`config.mk`:
```
export PLATFORM = sky130hd
export DESIGN_NAME = ctab_ctrl
export DESIGN_NICKNAME = d
export VERILOG_FILES = /design/src/hw/rtl/ctab_pkg.sv /design/src/hw/rtl/ctab_ctrl.sv
export SDC_FILE = /design/constraint.sdc
export NUM_CORES = 1
export LEC_CHECK = 0
export BUFFER_PORTS_ARGS = -buffer_cell sky130_fd_sc_hd__buf_4
export CAP_MARGIN = 20
export CORE_MARGIN = 4
export CORE_UTILIZATION = 52
export CTS_CLUSTER_DIAMETER = 120
export CTS_CLUSTER_SIZE = 16
export DETAILED_ROUTE_END_ITERATION = 12
export PLACE_DENSITY = 0.8
export SLEW_MARGIN = 5
export SYNTH_ARGS = -nofsm -noshare
export SYNTH_HDL_FRONTEND = slang
export SYNTH_SLANG_ARGS = --single-unit
export TNS_END_PERCENT = 1
```
`constraint.sdc`:
```
create_clock -name clk -period 12.5 [get_ports clk]
set_input_delay 0.625 -clock clk [delete_from_list [all_inputs] [get_ports clk]]
set_output_delay 0.625 -clock clk [all_outputs]
set_load 0.05 [all_outputs]
```
`src/hw/rtl/ctab_pkg.sv`:
```
package ctab_pkg;

  localparam int TABLE_DEPTH = 1024;
  localparam int SUM_WIDTH   = 48;

  localparam int IDX_W    = $clog2(TABLE_DEPTH);
  localparam int CNT_W    = $clog2(TABLE_DEPTH + 1);
  localparam int VAL_W    = 48;
  localparam int WEIGHT_W = 32;
  localparam int CMP_W    = (SUM_WIDTH > VAL_W) ? SUM_WIDTH : VAL_W;

  typedef enum logic [1:0] {
    CMD_CLEAR  = 2'd0,
    CMD_APPEND = 2'd1,
    CMD_SAMPLE = 2'd2
  } cmd_t;

  typedef struct packed {
    logic [1:0]          cmd;
    logic [WEIGHT_W-1:0] weight;
    logic [VAL_W-1:0]    random_value;
    logic [VAL_W-1:0]    counter_start;
  } in_item_t;

  typedef struct packed {
    logic [VAL_W-1:0] content_id;
    logic             is_unique;
    logic             table_error;
  } out_item_t;

  typedef struct packed {
    logic                 we;
    logic [IDX_W-1:0]     addr;
    logic [SUM_WIDTH-1:0] data;
  } ram_wr_t;

endpackage

```
`src/hw/rtl/ctab_ctrl.sv`:
```
module ctab_ctrl
  import ctab_pkg::*;
(
  input  logic                 clk,
  input  logic                 rst_n,
  input  logic                 in_valid,
  output logic                 in_ready,
  input  in_item_t             in_data,
  output ram_wr_t              ram_wr,
  output logic [IDX_W-1:0]     ram_raddr,
  input  logic [SUM_WIDTH-1:0] ram_rdata,
  output logic                 res_valid,
  input  logic                 res_ready,
  output out_item_t            res
);

  typedef enum logic [2:0] {
    ST_IDLE    = 3'b001,
    ST_SEARCH  = 3'b010,
    ST_DELIVER = 3'b100
  } state_t;

  state_t               state_r, state_nxt;
  logic [CNT_W-1:0]     count_r, count_nxt;
  logic [SUM_WIDTH-1:0] total_r, total_nxt;
  logic [VAL_W-1:0]     uniq_r, uniq_nxt;
  logic                 err_r, err_nxt;
  logic [CNT_W-1:0]     lo_r, lo_nxt;
  logic [CNT_W-1:0]     hi_r, hi_nxt;
  logic [CNT_W-1:0]     mid_r, mid_nxt;
  logic [VAL_W-1:0]     value_r, value_nxt;
  out_item_t            res_r, res_nxt;

  logic                 accept;
  logic [SUM_WIDTH:0]   new_total;
  logic                 full;
  logic                 hit_top;
  logic                 gt;
  logic [CNT_W-1:0]     lo_s, hi_s, mid_s;

  assign in_ready  = (state_r == ST_IDLE);
  assign accept    = in_valid && in_ready;
  assign new_total = {1'b0, total_r} + (SUM_WIDTH+1)'(in_data.weight);
  assign full      = (count_r == CNT_W'(TABLE_DEPTH));
  // last stored sum always equals the running total
  assign hit_top   = (count_r == '0) ||
                     (CMP_W'(in_data.random_value) >= CMP_W'(total_r));

  // one search step per cycle: read data belongs to mid_r
  assign gt    = CMP_W'(ram_rdata) > CMP_W'(value_r);
  assign lo_s  = gt ? lo_r : mid_r + CNT_W'(1);
  assign hi_s  = gt ? mid_r : hi_r;
  assign mid_s = lo_s + ((hi_s - lo_s) >> 1);

  always_comb begin
    state_nxt   = state_r;
    count_nxt   = count_r;
    total_nxt   = total_r;
    uniq_nxt    = uniq_r;
    err_nxt     = err_r;
    lo_nxt      = lo_r;
    hi_nxt      = hi_r;
    mid_nxt     = mid_r;
    value_nxt   = value_r;
    res_nxt     = res_r;
    ram_wr.we   = 1'b0;
    ram_wr.addr = count_r[IDX_W-1:0];
    ram_wr.data = new_total[SUM_WIDTH-1:0];

    case (state_r)
      ST_IDLE: begin
        if (accept) begin
          case (cmd_t'(in_data.cmd))
            CMD_CLEAR: begin
              count_nxt = '0;
              total_nxt = '0;
              uniq_nxt  = in_data.counter_start;
            end
            CMD_APPEND: begin
              if (full || new_total[SUM_WIDTH]) begin
                err_nxt = 1'b1;
              end else begin
                ram_wr.we = 1'b1;
                total_nxt = new_total[SUM_WIDTH-1:0];
                count_nxt = count_r + CNT_W'(1);
              end
            end
            CMD_SAMPLE: begin
              res_nxt.table_error = err_r;
              if (hit_top) begin
                res_nxt.content_id = uniq_r;
                res_nxt.is_unique  = 1'b1;
                uniq_nxt           = uniq_r + VAL_W'(1);
                state_nxt          = ST_DELIVER;
              end else begin
                res_nxt.is_unique = 1'b0;
                value_nxt         = in_data.random_value;
                lo_nxt            = '0;
                hi_nxt            = count_r;
                mid_nxt           = count_r >> 1;
                state_nxt         = ST_SEARCH;
              end
            end
            default: ;
          endcase
        end
      end
      ST_SEARCH: begin
        lo_nxt = lo_s;
        hi_nxt = hi_s;
        if (lo_s < hi_s) begin
          mid_nxt = mid_s;
        end else begin
          res_nxt.content_id = VAL_W'(lo_s);
          state_nxt          = ST_DELIVER;
        end
      end
      ST_DELIVER: begin
        if (res_ready) begin
          state_nxt = ST_IDLE;
        end
      end
      default: state_nxt = ST_IDLE;
    endcase
  end

  // writes happen only in idle and search reads only after, so no forwarding
  assign ram_raddr = mid_nxt[IDX_W-1:0];
  assign res_valid = (state_r == ST_DELIVER);
  assign res       = res_r;

  always_ff @(posedge clk) begin
    if (!rst_n) begin
      state_r <= ST_IDLE;
      count_r <= '0;
      total_r <= '0;
      uniq_r  <= '0;
      err_r   <= 1'b0;
    end else begin
      state_r <= state_nxt;
      count_r <= count_nxt;
      total_r <= total_nxt;
      uniq_r  <= uniq_nxt;
      err_r   <= err_nxt;
    end
  end

  always_ff @(posedge clk) begin
    lo_r    <= lo_nxt;
    hi_r    <= hi_nxt;
    mid_r   <= mid_nxt;
    value_r <= value_nxt;
    res_r   <= res_nxt;
  end

endmodule

```
==> impl_metrics.py, run 1 <==
metrics = {
    "die": {
        "io_pins": 303,
        "die_w_um": 185,
        "die_h_um": 185,
        "core.rowCount": 64,
        "dieArea_um2": 34100,
        "core-area_um2": 30700,
        "start_util_pct": 53.0,
    },
    "synthesis": {
        "yosysMostFrequentCell": "nand2_1",
        "post_synth_fa_ha_maj_area_fraction_pct": 12.2,
        "synth_edf_count": 121,
        "synth.yosys.warnings": 0,
        "synthMuxAreaShare_pct": 2.57,
        "yosys.cell_types.count": 81,
        "synth-simple-area-share_pct": 18.3,
        "synth.area.top_cells": "edfxtp_1 22%, dfxtp_1 15%, ha_1 12%",
        "syn-cell-area_um2": 16200,
        "avgSynthCellArea_um2": 8.89,
        "ys_async_sr_fraction_pct": 0,
        "synth_top_family_by_area": "compound AO/OA/AOI/OAI gates",
        "synth-xor-area-share_pct": 3.77,
        "synth_area_leader_cell": "edfxtp_1",
        "synth_cells": 1828,
        "synth_top_area_share_pct": 22.4,
        "ys_seq_area_share_pct": 37.3,
        "synth-main-ff-cell": "edfxtp_1",
        "synth_compound_area_share_pct": 19.9,
        "syn_nets": 2166,
        "ys_ff_latch": 242,
        "synth_common_cells": "154 x nand2_1, 153 x ha_1, 147 x a21oi_1, 142 x nor2_1, 136 x inv_1",
    },
    "power_and_ir_drop": {
        "peakVddDrop_v": 0.000176,
        "powerDensity_nw_per_um2": 123,
        "p_leak_uw": 0.00786,
        "power_uw": 2360,
    },
    "routing": {
        "routedWlPerCell_um": 20.0,
        "vias": 15000,
        "firstDrtPassIters": 5,
        "drtIter0Drc": 1228,
        "wl_mm": 49.7,
        "ant_nets": 0,
        "routed_via_density": 6.05,
        "drc": 0,
    },
    "setup_path": {
        "worst_r2r_path_depth": 25,
        "path_delay_family": "compound AO/OA/AOI/OAI gates",
        "worstSetupEndpointType": "output port",
        "cp.required_ps": 11880,
        "critPathMaxStageDelay_ps": 840,
        "setup.worst_path.start_class": "flip-flop",
        "critPathSlowestCell": "nor4_1",
        "crit_fanout": 21,
        "crit_buf_inv": 4,
        "path_class": "reg -> out",
        "cp_data_arrival_time_ps": 7180,
        "cp.depth": 28,
    },
    "sta": {
        "drv_slew": 0,
        "fin_skew_ps": 36.7,
        "max_freq_mhz": 128,
        "finalHoldViolCount": 0,
        "setup_viol": 0,
        "fin_crit_sh_pct": 62.4,
        "finalSetupTns_ps": 0,
        "fin_crit_ps": 7800,
        "slew_headroom_pct": 31.8,
        "rsz0062_at_grt": "false",
        "worst_pin_slew_ps": 1020,
    },
    "grt": {
        "overflow": 0,
        "antenna_found_initial": 3,
        "grt_use_total_pct": 27.9,
        "grt_max_degree": 55,
        "grt_pass1_vias": 14300,
        "grt_first_pass_wirelength_mm": 76.8,
    },
    "clock_tree": {
        "cts_max_path_buffers": 3,
        "clk_pin_slew_ps": 80,
        "cts.sinks": 242,
        "cts.htree.levels": 1,
        "insertion_delay_ps": 520,
        "cts_resized": 0,
        "cts_tree": "done",
        "postCtsHoldBufs": 0,
        "cts_setup_buffers": 0,
        "numCtsBuffers": 19,
        "cts_root_buffer": "clkbuf_16",
    },
    "run": {
        "maxCapViolations": 0,
    },
    "cells_and_area": {
        "utilization_pct": 62.7,
        "drive_above_1_share_pct": 19.6,
        "area_growth_pct": 18.4,
        "nNetsFinal": 2412,
        "design_area_um2": 19200,
        "instances_no_fill": 2484,
    },
    "placement": {
        "portBuffers": 302,
        "placedCellCount": 2448,
        "placed_cell_area_um2": 18700,
        "hpwl_mm": 38.3,
        "place.gp.congestion": 0.966,
    },
    "worst_hold_path": {
        "min_path_type": "in -> reg",
        "holdPathStages": 1,
    },
    "outcome": {
        "status": "finished clean",
    },
}
[report_power, final]
group | internal [uW] | total, uW | switching, uW
registers | 916 | 959 | 43.0
clock network | 288 | 583 | 295
logic | 268 | 819 | 551
total | 1470 | 2360 | 889
[registers in the layout, indices dropped and copies added (netlist names)]
name and count:
res 50, total_r 48, uniq_r 48, value_r 48, count_r 11, hi_r 11, lo_r 11, mid_r 11
state_r 3, err_r 1
[cell families after synthesis]
kind of cell	after synthesis
AO/OA/AOI/OAI	482
AND/OR/NAND/NOR	608
multiplexers	39
buffers and inverters	232
XOR/XNOR	69
flip-flops	242
adder cells (fa/ha/maj)	156
[final cells by class]
| type | instances | area [um^2] |
|---|---|---|
| fill | 2645 | 11400 |
| multi-input combinational | 1354 | 9240 |
| sequential | 242 | 6060 |
| timing repair buffer | 318 | 2380 |
| inverter | 139 | 522 |
| clock buffer | 31 | 520 |
| tap | 396 | 495 |
| clock inverter | 1 | 16.3 |
| antenna | 3 | 7.51 |
[metrics by stage]
stage / worst slack, ps / hold slack [ps]
2_1_floorplan: 5720 / 409
3_3_place_gp: 5120 / 449
3_5_place_dp: 4940 / 430
4_1_cts: 4750 / 279
5_1_grt: 4120 / 279
6_report: 4700 / 295
[path summary, 6_finish.rpt]
check                                 start           end  slack [ps]
worst min-delay path            in_data[91]   value_r[43]         300
worst max-delay path            value_r[43]  ram_raddr[9]        4700
worst max register to register  value_r[43]     mid_r[10]        5700
worst min register to register        err_r        res[0]         480
[layout by cell type, fill, tap and decap left out, drive strengths merged, types with 28 or more instances in the layout]
cell type    n
edfxtp     121
o31ai       28
xnor2       46
a21oi      147
ha         153
clkbuf      31
nand4       36
nor3        48
o21ai      106
nand3       71
buf        318
nand2      154
nor2       143
dfxtp      121
inv        138
and2        48
[layer usage]
| layer | global-route usage [%] | share of wire, % | vias to the layer above |
|---|---|---|---|
| met1 | 38.3 | 42 | 7076 |
| met4 | 10.7 | 4.3 | 0 |
| met3 | 3.71 | 7.6 | 129 |
| met5 | 0 | 0 | - |
| li1 | - | - | 7167 |
| met2 | 45.0 | 46 | 652 |
No activity file was read; power rests on OpenSTA's default activity.
==> run 2: changes to the inputs <==
--- a/config.mk
+++ b/config.mk
@@ -12,7 +12,7 @@
 export CTS_CLUSTER_DIAMETER = 120
 export CTS_CLUSTER_SIZE = 16
 export DETAILED_ROUTE_END_ITERATION = 12
-export PLACE_DENSITY = 0.8
+export PLACE_DENSITY = 0.83
 export SLEW_MARGIN = 5
 export SYNTH_ARGS = -nofsm -noshare
 export SYNTH_HDL_FRONTEND = slang
==> constraint.sdc (replaced) <==
create_clock -name clk -period 6.7 [get_ports clk]
set_input_delay 0.335 -clock clk [delete_from_list [all_inputs] [get_ports clk]]
set_output_delay 0.335 -clock clk [all_outputs]
set_load 0.05 [all_outputs]
==> run 2 against run 1 <==
Combinational power increased by 97%. Setup slack got worse by 4500 ps. Highest routed layer unchanged. Critical path depth decreased by 2. Worst hold slack got worse by 280 ps. Total power increased by 90%. Sequential power increased by 87%. Routed wire length increased by 1.4%. Via count increased by 1.9%. Clock skew decreased by 20 ps. Global-route usage increased by 0.21 points. Register-to-register slack got worse by 4800 ps.
==> impl_metrics.py, run 2 (synthesis results as in run 1) <==
metrics = {
    "sta": {
        "slew_headroom_pct": 28.3,
        "hold_ws_ps": 18.9,
        "fin_skew_ps": 17.0,
        "finalHoldViolCount": 0,
        "setup_slack_ps": 163,
        "max_freq_mhz": 153,
        "fin_crit_sh_pct": 97.6,
        "setup_viol": 0,
        "fin_crit_ps": 6540,
        "drv_slew": 0,
        "worst_pin_slew_ps": 1070,
    },
    "cells_and_area": {
        "drive_above_1_share_pct": 21.4,
        "final_common_cell": "buf_4",
        "area_growth_pct": 20.7,
        "largest_register_ffs": 50,
        "final_cell_mix": "325 x buf_4, 154 x nand2_1, 145 x ha_1",
        "utilization_pct": 63.9,
        "diodes": 0,
        "nNetsFinal": 2428,
        "design_area_um2": 19600,
    },
    "routing": {
        "wl_mm": 50.4,
        "drc": 0,
        "vias": 15300,
        "ant_nets": 0,
        "routedWlPerCell_um": 20.2,
        "routed_via_density": 6.13,
        "firstDrtPassIters": 6,
        "drtIter0Drc": 1320,
    },
    "placement": {
        "place.gp.congestion": 0.975,
        "preCtsSetupSlack_ps": 11.0,
        "placed_cell_area_um2": 18800,
        "portBuffers": 302,
        "hpwl_mm": 38.9,
    },
    "setup_path": {
        "cp_data_arrival_time_ps": 6200,
        "path_class": "reg -> out",
        "path_delay_family": "compound AO/OA/AOI/OAI gates",
        "crit_fanout": 6,
        "ff2ff_setup_slack_ps": 920,
        "cp.required_ps": 6360,
        "critPathMaxStageDelay_ps": 480,
        "worstSetupEndpointType": "output port",
        "crit_buf_inv": 2,
        "r2r-end": "mid_r[10]",
        "critPathSlowestCell": "o21ai_0",
        "worst_r2r_path_depth": 26,
        "crit_path_frequent_cell": "nor2_1",
        "setup.worst_path.start_class": "flip-flop",
        "r2r_start": "value_r[1]",
    },
    "run": {
        "maxCapViolations": 0,
    },
    "clock_tree": {
        "cts.htree.levels": 1,
        "cts_tree": "done",
        "numCtsBuffers": 19,
        "cts.sinks": 242,
        "clk_pin_slew_ps": 80,
        "cts_max_path_buffers": 3,
        "cts_root_buffer": "clkbuf_16",
        "insertion_delay_ps": 500,
    },
    "power_and_ir_drop": {
        "clkPwrFrac_pct": 24.0,
        "powerDensity_nw_per_um2": 229,
        "seqPwrFrac_pct": 40.0,
        "power_uw": 4480,
        "sw_frac_of_total_pct": 37.6,
        "peakVddDrop_v": 0.000153,
        "p_leak_uw": 0.00798,
        "p_switching_uw": 1690,
        "p_int_uw": 2790,
        "pwr-share-comb_pct": 36.0,
    },
    "outcome": {
        "status": "finished clean",
    },
    "grt": {
        "grt_pass1_vias": 14700,
        "grt_first_pass_wirelength_mm": 77.2,
        "antenna_found_initial": 0,
        "grt_use_total_pct": 28.1,
        "grt_max_degree": 55,
        "overflow": 0,
    },
    "worst_hold_path": {
        "hold_end": "value_r[12]",
        "min_path_type": "in -> reg",
        "holdPathStages": 1,
        "worstHoldStart": "in_data[60]",
    },
    "die": {
        "die_w_um": 185,
        "core.rowCount": 64,
        "io_pins": 303,
        "start_util_pct": 53.0,
        "die_h_um": 185,
        "dieArea_um2": 34100,
        "core-area_um2": 30700,
    },
}
run 2: cell count changes in the layout (fill, tap and decap cells not counted), moves of 4 or more:
cell     change
mux2i_1      -6
ha_1         -8
a21oi_1      -4
ha_2         +5
buf_4        +8
a21oi_2      +4
run 2: worst max-delay path by stage:
stage / from / end / slack (ps) / cells past startpoint
2_1_floorplan: ram_rdata[43] / res[10] / 210 / 18
3_3_place_gp: ram_rdata[11] / ram_raddr[8] / 130 / 24
3_5_place_dp: ram_rdata[11] / ram_raddr[8] / 10 / 24
4_1_cts: value_r[45] / ram_raddr[9] / 20 / 28
5_1_grt: value_r[43] / ram_raddr[9] / -30 / 28
6_report: value_r[1] / ram_raddr[9] / 160 / 26
run 2: worst reg2reg max path, cell delays in order (launching register included):
cell	delay, ps
edfxtp_1	370
inv_1	60
ha_1	220
nor2b_1	140
o211a_1	190
o21ai_0	480
a41oi_2	330
nor4_4	460
nor2_4	130
mux2_4	370
ha_1	310
a21oi_2	190
o21ai_2	90
o21ai_1	140
nand2b_1	110
a21o_1	210
a21oi_2	140
xnor2_1	140
ha_2	310
buf_4	140
nor3_1	220
nor2_2	90
o41ai_4	70
nor2_1	90
a211oi_1	260
o21ai_0	120
nor3b_1	160
run 2: repair_timing:
action                                  in CTS  in global routing
pin swaps                                    0                 13
buffers inserted                             0                  5
gates resized for setup                      7                 38
hold buffers                                 2                  1
hold endpoints to repair                     2                  1
endpoints found under the setup margin       4                  4
run 2: layout make-up:
type                            count  area [um^2]
Sequential cell                   242         6060
Timing Repair Buffer              334         2550
Fill cell                        2536        11100
Clock inverter                      1         16.3
Inverter                          139          522
Multi-Input combinational cell   1354         9450
Tap cell                          396          495
Clock buffer                       32          524
run 2: per-layer routing:
layer / vias to the layer above / track usage [%] / wire (um)
li1: 7197 / - / -
met1: 7286 / 36.2 / 20100
met2: 704 / 46.9 / 23800
met3: 126 / 4.26 / 4000
met4: 0 / 12.5 / 2420
met5: - / 0 / 0
run 2: power groups by stage:
| stage | sequential [uW] | combinational [uW] | clock (uW) |
|---|---|---|---|
| after global routing | 1800 | 1720 | 1160 |
| after floorplan | 2110 | 751 | 0 |
| after detailed placement | 1820 | 1550 | 0 |
| final | 1790 | 1610 | 1080 |
| after CTS | 1790 | 1560 | 1100 |
| after global placement | 1820 | 1520 | 0 |
run 2: per-stage QoR:
stage	cells	setup TNS [ps]
4_1_cts	2491	0
2_1_floorplan	1828	0
3_3_place_gp	2456	0
3_5_place_dp	2456	0
5_1_grt	2498	-31.8
6_report	2498	0
==> run 3: changes to the inputs <==
--- a/config.mk
+++ b/config.mk
@@ -6,13 +6,13 @@
 export NUM_CORES = 1
 export LEC_CHECK = 0
 export BUFFER_PORTS_ARGS = -buffer_cell sky130_fd_sc_hd__buf_4
-export CAP_MARGIN = 20
 export CORE_MARGIN = 4
 export CORE_UTILIZATION = 52
 export CTS_CLUSTER_DIAMETER = 120
 export CTS_CLUSTER_SIZE = 16
 export DETAILED_ROUTE_END_ITERATION = 12
 export PLACE_DENSITY = 0.83
+export RECOVER_POWER = 100
 export SLEW_MARGIN = 5
 export SYNTH_ARGS = -nofsm -noshare
 export SYNTH_HDL_FRONTEND = slang
==> run 3 against run 2 <==
Sequential share of layout area rose by 0.79 points. First-iteration DRC count rose by 4.0%. Fmax rose by 0.65%. Critical path depth did not move. Sequential power barely moved. The run now ends with capacitance limit, slew limit left. Setup slack improved by 42 ps. Total power fell by 2.3%. Clock skew rose by 1.4 ps.
==> impl_metrics.py, run 3 (synthesis results as in run 1) <==
metrics = {
    "outcome": {
        "status": "complete, but fails checks",
        "violations": "capacitance limit, slew limit",
    },
    "clock_tree": {
        "insertion_delay_ps": 500,
        "cts.htree.levels": 1,
        "clk_pin_slew_ps": 70,
        "cts.sinks": 242,
        "cts_root_buffer": "clkbuf_16",
        "cts_tree": "done",
        "cts_max_path_buffers": 3,
        "numCtsBuffers": 19,
    },
    "placement": {
        "preCtsSetupSlack_ps": 11.0,
        "place.gp.congestion": 0.975,
        "portBuffers": 302,
        "hpwl_mm": 38.9,
    },
    "sta": {
        "hold_ws_ps": 50.2,
        "fin_crit_sh_pct": 96.9,
        "worst_pin_slew_ps": 2080,
        "max_freq_mhz": 154,
        "slew_headroom_pct": -38.7,
        "fin_skew_ps": 18.4,
        "fin_crit_ps": 6490,
        "setup_slack_ps": 205,
        "finalHoldViolCount": 0,
        "drv_slew": 141,
        "setup_viol": 0,
    },
    "grt": {
        "grt_max_degree": 55,
        "grt_use_total_pct": 28.1,
        "grt_first_pass_wirelength_mm": 77.2,
        "grt_pass1_vias": 14700,
        "antenna_found_initial": 0,
        "overflow": 0,
    },
    "routing": {
        "ant_nets": 0,
        "routedWlPerCell_um": 20.1,
        "firstDrtPassIters": 7,
        "drtIter0Drc": 1373,
        "routed_via_density": 6.10,
        "wl_mm": 50.3,
        "drc": 0,
        "vias": 15200,
    },
    "die": {
        "die_h_um": 185,
        "start_util_pct": 53.0,
        "die_w_um": 185,
        "io_pins": 303,
        "core-area_um2": 30700,
        "dieArea_um2": 34100,
        "core.rowCount": 64,
    },
    "run": {
        "maxCapViolations": 4,
    },
    "setup_path": {
        "critPathMaxStageDelay_ps": 480,
        "crit_path_frequent_cell": "nor2_1",
        "critPathSlowestCell": "o21ai_0",
        "path_class": "reg -> out",
        "cp.required_ps": 6360,
        "cp_data_arrival_time_ps": 6160,
        "worstSetupEndpointType": "output port",
        "setup.worst_path.start_class": "flip-flop",
        "crit_fanout": 6,
    },
    "cells_and_area": {
        "largest_register_ffs": 50,
        "area_growth_pct": 17.7,
        "nNetsFinal": 2427,
        "diodes": 0,
        "final_cell_mix": "199 x buf_4, 154 x nand2_1, 146 x ha_1",
        "final_common_cell": "buf_4",
        "drive_above_1_share_pct": 15.4,
        "fill_cells": 2664,
    },
    "power_and_ir_drop": {
        "clkPwrFrac_pct": 24.6,
        "pwr-share-comb_pct": 34.5,
        "p_switching_uw": 1680,
        "powerDensity_nw_per_um2": 229,
        "peakVddDrop_v": 0.000144,
        "p_int_uw": 2700,
        "sw_frac_of_total_pct": 38.4,
        "seqPwrFrac_pct": 40.9,
        "p_leak_uw": 0.00749,
        "power_uw": 4380,
    },
    "worst_hold_path": {
        "min_path_type": "in -> reg",
    },
}
-- run 3: cell count changes in the layout (fill, tap and decap cells not counted) --
cell	previous run	this run
clkbuf_1	13	134
nor2_1	137	140
mux2i_2	3	2
buf_4	325	199
mux2i_1	11	12
clkbuf_8	1	0
nor2_4	2	1
and2_0	0	28
nor2_2	4	2
clkbuf_4	0	5
and2_1	48	20
ha_1	145	146
ha_2	5	4
-- run 3: power by group through the flow --
| stage | combinational, uW | clock, uW | sequential (uW) |
|---|---|---|---|
| final | 1510 | 1080 | 1790 |
| after global routing | 1620 | 1160 | 1800 |
| after CTS | 1560 | 1100 | 1790 |
| after detailed placement | 1550 | 0 | 1820 |
| after global placement | 1520 | 0 | 1820 |
| after floorplan | 751 | 0 | 2110 |
-- run 3: stage by stage --
stage / cells / util (%) / area [um^2] / setup TNS, ps
4_1_cts: 2491 / 63.2 / 19400 / 0
5_1_grt: 2497 / 62.4 / 19100 / -21.5
3_5_place_dp: 2456 / 61.2 / 18800 / 0
6_report: 2497 / 62.4 / 19100 / 0
3_3_place_gp: 2456 / 61.2 / 18800 / 0
2_1_floorplan: 1828 / - / 16200 / 0
-- run 3: area by class of cell --
class,count,area (um^2),share of cell area [%]
Multi-Input combinational cell,1354,9430,49.3
Timing Repair Buffer,333,2080,10.9
Inverter,139,522,2.73
Clock buffer,32,524,2.74
Sequential cell,242,6060,31.7
Clock inverter,1,16.3,0.0851
Tap cell,396,495,2.59
-- run 3: timing repair --
| action | in CTS | in global routing |
|---|---|---|
| gates cloned | 0 | 0 |
| endpoints found under the hold margin | 2 | 1 |
| gates resized for setup | 7 | 38 |
| setup buffers | 0 | 5 |
| hold buffers | 2 | 1 |
| pin swaps | 0 | 13 |
| endpoints found under the setup margin | 4 | 4 |
-- run 3: critical path: cells and delay by family (launching register included) --
family | cells | cell delay (ps)
XOR/XNOR | 2 | 300
AND/OR/NAND/NOR | 7 | 1070
multiplexers | 1 | 360
buffers and inverters | 2 | 230
flip-flops | 1 | 360
adder cells (fa/ha/maj) | 3 | 840
AO/OA/AOI/OAI | 11 | 2490
-- run 3: final timing paths --
| path | from | to | slack [ps] | cells after the start |
|---|---|---|---|---|
| max reg2reg | value_r[1] | res[39] | 500 | 21 |
| max | value_r[1] | ram_raddr[9] | 210 | 26 |
| min reg2reg | err_r | res[0] | 440 | 0 |
| min | in_data[48] | value_r[0] | 50 | 1 |
-- run 3: routing by layer --
metal | vias to the layer above | track usage (%) | part of all wire (%)
met5 | - | 0 | 0
met4 | 0 | 12.5 | 4.8
met3 | 131 | 4.26 | 7.7
met2 | 680 | 46.9 | 47
met1 | 7243 | 36.2 | 40
li1 | 7187 | - | -
